[src/hw/rtl/wis_ram.sv]
// Generic single-port-write, single-port-read RAM with registered read data.
`timescale 1ns / 1ps
module wis_ram #(
    parameter int Width = 8,
    parameter int Depth = 16
) (
    input  logic                     i_clk,
    input  logic                     i_we,
    input  logic [$clog2(Depth)-1:0] i_waddr,
    input  logic [Width-1:0]         i_wdata,
    input  logic [$clog2(Depth)-1:0] i_raddr,
    output logic [Width-1:0]         o_rdata
);
    logic [Width-1:0] r_mem [Depth];

    always_ff @(posedge i_clk) begin
        if (i_we) begin
            r_mem[i_waddr] <= i_wdata;
        end
        o_rdata <= r_mem[i_raddr];
    end
endmodule

[config.mk]
export PLATFORM = sky130hd
export DESIGN_NAME = wis_ram
export DESIGN_NICKNAME = d
export VERILOG_FILES = /design/src/hw/rtl/wis_ram.sv
export SDC_FILE = /design/constraint.sdc
export NUM_CORES = 1
export LEC_CHECK = 0
export BUFFER_PORTS_ARGS = -buffer_cell sky130_fd_sc_hd__buf_2
export CAP_MARGIN = 20
export CORE_ASPECT_RATIO = 1.75
export CORE_MARGIN = 2
export CORE_UTILIZATION = 65
export DETAILED_ROUTE_END_ITERATION = 10
export GPL_ROUTABILITY_DRIVEN = 1
export MAX_ROUTING_LAYER = met4
export PLACE_DENSITY = 0.87
export SKIP_CTS_REPAIR_TIMING = 1
export SYNTH_ARGS = -nofsm -noshare
export SYNTH_HDL_FRONTEND = slang
export SYNTH_SLANG_ARGS = --single-unit
[constraint.sdc]
create_clock -name i_clk -period 3.4 [get_ports i_clk]
set_input_delay 0.68 -clock i_clk [delete_from_list [all_inputs] [get_ports i_clk]]
set_output_delay 0.68 -clock i_clk [all_outputs]
set_load 0.02 [all_outputs]
==> results.ini <==
[final_layout]
ff_latch_area_sq_mm = 0.004004
stdcell_count = 371
drive_gt1_frac = 0.2598
fill_cells = 378
fin_nets = 286
multiInputGateArea_sq_mm = 0.001057
syn2layout_area_growth_pct = 15.44
design_area_sq_mm = 0.005942
antenna_cells = 0

[synth]
synth_seq_area_share = 0.7778
synth_largest_area_cell = edfxtp_1
synth.area.top_cells = edfxtp_1 75%, mux4_2 7.9%, mux4_1 7.1%
ys_warn_count = 0
synth_top_area_share = 0.7467
synthDistinctLibCells = 19
postSynthNetCount = 247
synth_seq_cells = 136
syn_inst = 229
synth_area_sq_mm = 0.005147
syn_avg_cell_area_sq_um = 22.48

[setup_path]
worstPathMaxFanout = 8
cpPeakStageDelay_ns = 0.66
reg2reg_depth = 3
setup.worst_path.start_class = input port
critPathSlowestCell = nor2_1
worstPathCellList = buf_2 -> or3b_2 -> nor2_1
cp.arrival_ns = 1.98
required_ns = 3.43
critPathCaptureType = flip-flop
path_class = input port to flip-flop

[drt]
routed-wl-met3_um = 450
wl_met1_mm = 3.644
first_pass_iters = 5
wl_met2_mm = 5.012
drc = 0
final_antenna_net_count = 0
wl_per_cell_um = 25.06
routed_wl_mm = 9.298
initialDrtViolationCount = 206
drt-vias-per-instance = 6.447
top_layer = met4
num_vias = 2392

[timing]
post-route-period-util = 0.5723
rsz0062_at_grt = no
tns_ns = 0
layout_min_cycle_time_ns = 1.946
setup_violations = 0
worst_pin_slew_ns = 0.9973
hold_viol = 0
fmax_ghz = 0.5139
drv_slew = 0
skew_ns = 0.005973
max_slew_margin = 0.3327

[floorplanning]
fp-row-count = 43
core_area_sq_mm = 0.007801
dieHeight_um = 121.7
die-area_sq_mm = 0.008675
boundaryPins = 26
start_util = 0.6598
die_width_um = 71.27

[placement]
gp_congestion = 0.8157
portBuffers = 25
placed_cell_area_sq_mm = 0.005349
hpwl_mm = 5.651
place_inst = 339

[pwr]
p_leak_nw = 2.010
power.density_mw_per_mm2 = 652.9
peakVddDrop_v = 0.0006041

[cts]
cts_tree = yes
root_buffer = clkbuf_16
path_clk_slew_ns = 0.05
clock_sinks = 136
ctsLongestPathBuffers = 2
cts_buffers = 17
clk_latency_ns = 0.41
htree_levels = 4

[hold_path]
hold_depth = 1
worstHoldPathType = input port to flip-flop

[global_routing]
grt_use_total = 0.2453
grt_pass1_wl_mm = 13.88
grt_antenna_before_repair = 0
grt_pass1_vias = 2429
grt_max_degree = 33
grt-ovfl-total = 0

[job]
drv_cap = 0

[outcome]
outcome = complete, no violations

-- stage by stage --
step	setup slack, ns	total power, mW	hold WS, ns	util
finish	1.454	3.880	0.6525	0.7617
global route	1.404	3.979	0.6614	0.7617
CTS	1.477	3.899	0.6391	0.7617
detailed placement	1.078	2.094	0.6609	0.6856
global placement	1.203	2.087	0.6468	0.6856
floorplan	1.227	2.026	0.6293	-
-- synth_stat cells, drive strengths merged --
master,instances
edfxtp,128
nor3,4
nand2,9
nor2,13
mux4,32
nor2b,1
dfxtp,8
or3b,1
buf,7
clkdlybuf4s25,3
and2,1
nand3,1
a22oi,16
nand2b,2
and2b,1
nand3b,2
-- worst paths after layout --
kind / slack [ns] / end / from
max: 1.45 / r_mem[1][1] / i_waddr[2]
min: 0.65 / r_mem[10][6] / i_wdata[6]
max reg2reg: 2.02 / o_rdata[1] / r_mem[2][1]
min reg2reg: 0.67 / o_rdata[3] / r_mem[12][3]
-- power breakdown --
group | leakage [nW] | switching, mW | internal (mW)
logic | 0.501 | 0.105 | 0.0701
clock network | 0.285 | 0.609 | 1.21
registers | 1.22 | 0.0102 | 1.88
total | 2.01 | 0.724 | 3.16
-- logic make-up after synthesis --
kind of cell	count (synthesis)	synth area share
flops	136	0.7778
mux	32	0.1502
compound gates	16	0.02334
buf+inv	10	0.01677
simple gates	35	0.03184
-- area by class of cell --
type	count	area share
timing repair buffer	30	0.02948
clock buffer	20	0.07349
multi-input combinational	83	0.1779
sequential	136	0.6738
tap	90	0.01895
clock inverter	12	0.02632
-- cells in the final DEF (no fill, tap or decap), drive strengths merged, types with 4 or more instances in the layout --
cell type | netlist | layout
a22oi | 16 | 16
buf | 7 | 30
bufinv | 0 | 4
clkbuf | 0 | 20
clkinv | 0 | 7
dfxtp | 8 | 8
edfxtp | 128 | 128
mux4 | 32 | 32
nand2 | 9 | 9
nor2 | 13 | 13
nor3 | 4 | 4
-- metal layers --
| layer | vias up | GRT usage |
|---|---|---|
| li1 | 1052 | - |
| met1 | 1228 | 0.3048 |
| met5 | - | - |
| met4 | 0 | 0.1014 |
| met2 | 99 | 0.3889 |
| met3 | 13 | 0.06286 |
-- critical path, delay by kind of cell --
kind          cells  cell delay (ns)
buf+inv           1             0.11
simple gates      2             1.18
-- flip-flops by register name, summed over array words and instances (netlist names) --
name and count:
r_mem 128, o_rdata 8
(Power assumes the default switching activity.)
